===== config.mk =====
export PLATFORM = sky130hd
export DESIGN_NAME = aopr_queue
export DESIGN_NICKNAME = d
export VERILOG_FILES = /design/src/hw/rtl/aopr_pkg.sv /design/src/hw/rtl/aopr_queue.sv
export SDC_FILE = /design/constraint.sdc
export NUM_CORES = 1
export LEC_CHECK = 0
export BUFFER_PORTS_ARGS = -buffer_cell sky130_fd_sc_hd__buf_2
export CAP_MARGIN = 10
export CORE_UTILIZATION = 40
export CTS_BUF_LIST = sky130_fd_sc_hd__clkbuf_8
export DETAILED_ROUTE_END_ITERATION = 10
export HOLD_SLACK_MARGIN = 0.12
export PLACE_DENSITY = 0.66
export SKIP_CTS_REPAIR_TIMING = 1
export SLEW_MARGIN = 40
export SYNTH_ARGS = -nofsm -noshare
export SYNTH_HDL_FRONTEND = slang
export SYNTH_SLANG_ARGS = --single-unit

===== constraint.sdc =====
create_clock -name clk_i -period 3.45 [get_ports clk_i]
set_input_delay 0.8625 -clock clk_i [delete_from_list [all_inputs] [get_ports clk_i]]
set_output_delay 0.8625 -clock clk_i [all_outputs]
set_load 0.05 [all_outputs]

===== src/hw/rtl/aopr_pkg.sv =====
package aopr_pkg;

  localparam int unsigned BLOB_W = 6;
  localparam int unsigned VAL_W = 16;
  localparam int unsigned FRAME_W = 32;
  localparam int unsigned OP_W = 2;
  localparam int unsigned CFG_IDX_W = 3;
  localparam int unsigned MARK_W = 2;
  localparam int unsigned QUEUE_DEPTH = 2;

  localparam logic [OP_W-1:0] OP_DIST = 2'd0;
  localparam logic [OP_W-1:0] OP_CHANGE = 2'd1;
  localparam logic [OP_W-1:0] OP_SPEED = 2'd2;

  localparam logic [MARK_W-1:0] MARK_NONE = 2'd0;
  localparam logic [MARK_W-1:0] MARK_UNSPLIT = 2'd1;
  localparam logic [MARK_W-1:0] MARK_SPLIT = 2'd2;

  localparam logic [CFG_IDX_W-1:0] CFG_SPLIT_LOW = 3'd0;
  localparam logic [CFG_IDX_W-1:0] CFG_SPLIT_HIGH = 3'd1;
  localparam logic [CFG_IDX_W-1:0] CFG_CHANGE_THR = 3'd2;
  localparam logic [CFG_IDX_W-1:0] CFG_STILL_LIM = 3'd3;
  localparam logic [CFG_IDX_W-1:0] CFG_LEAVE_LIM = 3'd4;

  typedef enum logic [1:0] {
    CMD_DIST,
    CMD_CHANGE,
    CMD_SPEED
  } cmd_e;

  typedef struct packed {
    cmd_e                     cmd;
    logic [FRAME_W-1:0]       frame;
    logic [BLOB_W-1:0]        first_blob;
    logic [BLOB_W-1:0]        second_blob;
    logic signed [VAL_W-1:0]  amount;
  } item_t;

  typedef struct packed {
    logic signed [VAL_W-1:0] split_low;
    logic signed [VAL_W-1:0] split_high;
    logic signed [VAL_W-1:0] change_thr;
    logic signed [VAL_W-1:0] still_lim;
    logic signed [VAL_W-1:0] leave_lim;
  } cfg_t;

  typedef struct packed {
    logic                     valid;
    logic [FRAME_W-1:0]       frame;
    logic [BLOB_W-1:0]        still_blob;
    logic [BLOB_W-1:0]        leaving_blob;
    logic signed [VAL_W-1:0]  change_seen;
    logic signed [VAL_W-1:0]  still_speed;
    logic signed [VAL_W-1:0]  leaving_speed;
  } alarm_t;

endpackage


===== src/hw/rtl/aopr_queue.sv =====
module aopr_queue (
  input  logic            clk_i,
  input  logic            rst_ni,
  input  logic            push_i,
  input  aopr_pkg::item_t item_i,
  input  logic            pop_i,
  output aopr_pkg::item_t head_o,
  output logic            empty_o,
  output logic            full_o
);
  import aopr_pkg::*;

  localparam int unsigned PTR_W = $clog2(QUEUE_DEPTH);
  localparam int unsigned CNT_W = $clog2(QUEUE_DEPTH + 1);

  item_t             slot_q [QUEUE_DEPTH];
  logic [PTR_W-1:0]  wr_ptr_q, wr_ptr_d;
  logic [PTR_W-1:0]  rd_ptr_q, rd_ptr_d;
  logic [CNT_W-1:0]  count_q, count_d;
  logic              do_push;
  logic              do_pop;

  assign empty_o = (count_q == '0);
  assign full_o = (count_q == CNT_W'(QUEUE_DEPTH));
  assign do_push = push_i && !full_o;
  assign do_pop = pop_i && !empty_o;
  assign head_o = slot_q[rd_ptr_q];

  always_comb begin
    wr_ptr_d = wr_ptr_q;
    rd_ptr_d = rd_ptr_q;
    count_d = count_q;
    if (do_push) begin
      wr_ptr_d = (wr_ptr_q == PTR_W'(QUEUE_DEPTH - 1)) ? '0 : wr_ptr_q + 1'b1;
    end
    if (do_pop) begin
      rd_ptr_d = (rd_ptr_q == PTR_W'(QUEUE_DEPTH - 1)) ? '0 : rd_ptr_q + 1'b1;
    end
    if (do_push && !do_pop) begin
      count_d = count_q + 1'b1;
    end else if (do_pop && !do_push) begin
      count_d = count_q - 1'b1;
    end
  end

  always_ff @(posedge clk_i or negedge rst_ni) begin
    if (!rst_ni) begin
      wr_ptr_q <= '0;
      rd_ptr_q <= '0;
      count_q <= '0;
    end else begin
      wr_ptr_q <= wr_ptr_d;
      rd_ptr_q <= rd_ptr_d;
      count_q <= count_d;
    end
  end

  always_ff @(posedge clk_i) begin
    if (do_push) begin
      slot_q[wr_ptr_q] <= item_i;
    end
  end

endmodule


==> results.md <==
- Number of global-route vias before repair: 2491
- CTS H-tree lvls: 4
- Post-Syn Nets: 279
- Largest net degree at the start of global routing: between 40 and 50
- Initial drt markers: around 110
- Cell Rows: 40
- Reg2reg start: count_q[0]
- Synth Warn #: 0
- Slowest cell delay on critical path: just over 0.8 ns
- Avg Cell Area, Syn: about 23 um2
- CTS tree: built
- Largest family of logic cells by synthesized area: multiplexers
- Flop2flop setup slack: about 1.5 ns
- First drt pass iteration count: 4
- Root Buffer: clkbuf_8
- Pins Over Slew Limit: 0
- Clk slew on worst S/H paths: about 0.070 ns
- R2r endpoint: slot_q[1][4]
- Core area: about 12000 um2
- Nets: between 400 and 500
- Max-cap violation count: 0
- Chip height: 113 um
- Worst Max-Slew Pin Slew: 0.685 ns
- Peak supply drop: 0.557 mV
- Tot GR Track Use: 13.7%
- Avg Vias per Cell: 4.46
- Most used routing layer in global routing: met2
- Final Cell Area: between 6000 and 7000 um2
- Setup-failing EPs final: 0
- Syn Inst Count: around 210
- Overflow after GRT: 0
- Yosys top cell area share: about three quarters
- DRC viols: 0
- Tmin final: roughly 3.0 ns
- CP Cell Sequence: buf_4, mux2_4, buf_2
- Post-Synth XOR/XNOR Area: less than 1%
- Count of state elements after synthesis: 128
- Post-synthesis sequential area ratio: between 70% and 80%
- Critical Path RT: 2.59 ns
- Clk_skew: 0.00959 ns
- CTS buffer count: 17
- RSZ-0062 raised after global routing: no
- Met3 Use GR: 5.37%
- Initial antenna violation count: 1
- Post-synthesis adder-cell area fraction: less than 1%
- Clk sinks: ~130
- Yosys top cell by area: edfxtp_1
- Mapped Area: between 4000 and 5000 um2
- Initial Util: between 40% and 50%
- Die area: approximately 13000 um2
- Setup crit end kind: output pin
- Simple-gate share of the synthesized area: less than 1%
- Hold Path Class: in -> async
- Hold Violations, Final: 0
- Clk Latency, worst-skew pair: 0.43 ns
- Cell area power density: between 1000 and 1500 nW/um2
- Startpoint types: flop
- Synth top area cells: edfxtp_1 75%, mux2_4 18%, buf_12 2.4%
- Post-DP Area: approximately 5800 um2
- Final HPWL DP: roughly 5400 um
- Synth cell types: 15
- Worst-path maximum fanout: 31
- Met2 Use GR: between 20% and 30%
- Setup Crit Path Kind: reg -> out
- Chip width: about 110 um
- Mux share of post-synthesis cell area: a little under a fifth
- WL/cell: ~15 um
- Area growth, synth to finish: 24.6%
- P_leak: approximately 2.5 nW
- Peak Freq: 0.330 GHz
- Port bufs: between 100 and 150
- Arr. time, crit path: between 2 and 2.5 ns
- Final Cycle Share: between 80% and 90%
- CTS Buffer Depth: 2
- Post-synthesis compound-gate area fraction: 0.101%
- Antenna Violating Nets Remaining: 0
- Slowest-stage cell, CP: dfrtp_4
- IO Pins: 130
- Setup TNS: 0 ns
- Outcome: complete, no violations
- Final WL: 8200 um
- Worst-case reg-to-reg path depth: 3
- First-pass GRT wire length: between 10000 and 15000 um
- Total vias in the final route: ~2400
- RePlAce Congestion: 0.691
- Share of layout cells above drive strength 1: 61.7%
- Slew HR: between 50% and 60%
- Met1 Track Usage GR: between 10% and 20%
[cells by family (layout without fill, tap and decap cells)]
family                     count (synthesis)  after routing
xor gates and xnor gates                   5              5
AOI/OAI and AO/OA                          1              1
and+or+nand+nor                            6              6
other                                      0              1
DFF                                      128            128
adders and majority gates                  1              1
buffers and inverters                      9            168
muxes                                     62             62
[metrics by stage]
stage	instances	util, %	worst slack [ns]	hold slack [ns]	power (W)
after global routing	539	51.3	0.290	0.187	0.00653
after CTS	539	51.3	0.331	0.184	0.00635
after global placement	507	47.8	0.856	0.503	0.00502
after detailed placement	507	47.8	0.828	0.520	0.00505
final	540	51.3	0.419	0.221	0.00626
after floorplan	212	-	0.459	0.479	0.00465
[flip-flops by register name, summed over array words and instances, names as in the netlist]
name and flops:
rd_ptr_q 1, wr_ptr_q 1, slot_q 124, count_q 2
[worst max-delay path by stage]
stage,startpoint,end,cells after the start
global placement,rd_ptr_q,head_o[12],3
finish,rd_ptr_q,head_o[18],3
CTS,rd_ptr_q,head_o[18],3
global route,rd_ptr_q,head_o[13],3
floorplan,push_i,slot_q[0][0],2
detailed placement,rd_ptr_q,head_o[18],3
[layer usage]
layer	vias up	share of wire, %	wire, um
li1	1129	-	-
met1	1177	41	3340
met2	85	50	4130
met3	19	6.2	509
met4	0	2.6	216
met5	-	0	0
[worst max-delay path, delay by kind of cell, from the launching register on]
family                 cells  cell delay (ns)
flip-flops                 1             0.82
multiplexers               1             0.32
buffers and inverters      2             0.58
[cells in the mapped netlist, drive strengths merged]
master and n:
xor2 2, inv 2, nor2 3, nand2b 1, dfrtp 4, xnor2 3
o21ai 1, ha 1, buf 7, edfxtp 124, mux2 62, nand2 1
and3 1
[placed cells by master, fill, tap and decap left out]
cell type / instances
edfxtp_1: 124
nand2b_1: 1
diode_2: 1
dfrtp_1: 3
xnor2_1: 3
dfrtp_4: 1
bufinv_16: 1
buf_4: 3
mux2_2: 3
nor2_1: 2
xor2_1: 2
buf_2: 129
mux2_4: 59
ha_1: 1
clkinv_2: 2
buf_12: 2
clkbuf_8: 27
o21ai_1: 1
nand2_1: 1
nor2_4: 1
and3_2: 1
inv_1: 4
[cell type report]
cell class,count,area [um2]
Tap cell,168,210
Clock inverter,5,47.5
Clock buffer,27,372
Antenna cell,1,2.50
Sequential cell,128,3830
Multi-Input combinational cell,75,1020
Fill cell,998,5870
Inverter,2,7.51
Timing Repair Buffer,134,708
[power breakdown]
part	leakage [nW]	internal [W]	total (W)	switching (W)
clock	0.227	0.000757	0.00129	0.000530
combinational	1.09	0.000880	0.00264	0.00176
sequential	1.20	0.00213	0.00233	0.000203
Note: power is estimated with default switching activity, not from simulation.
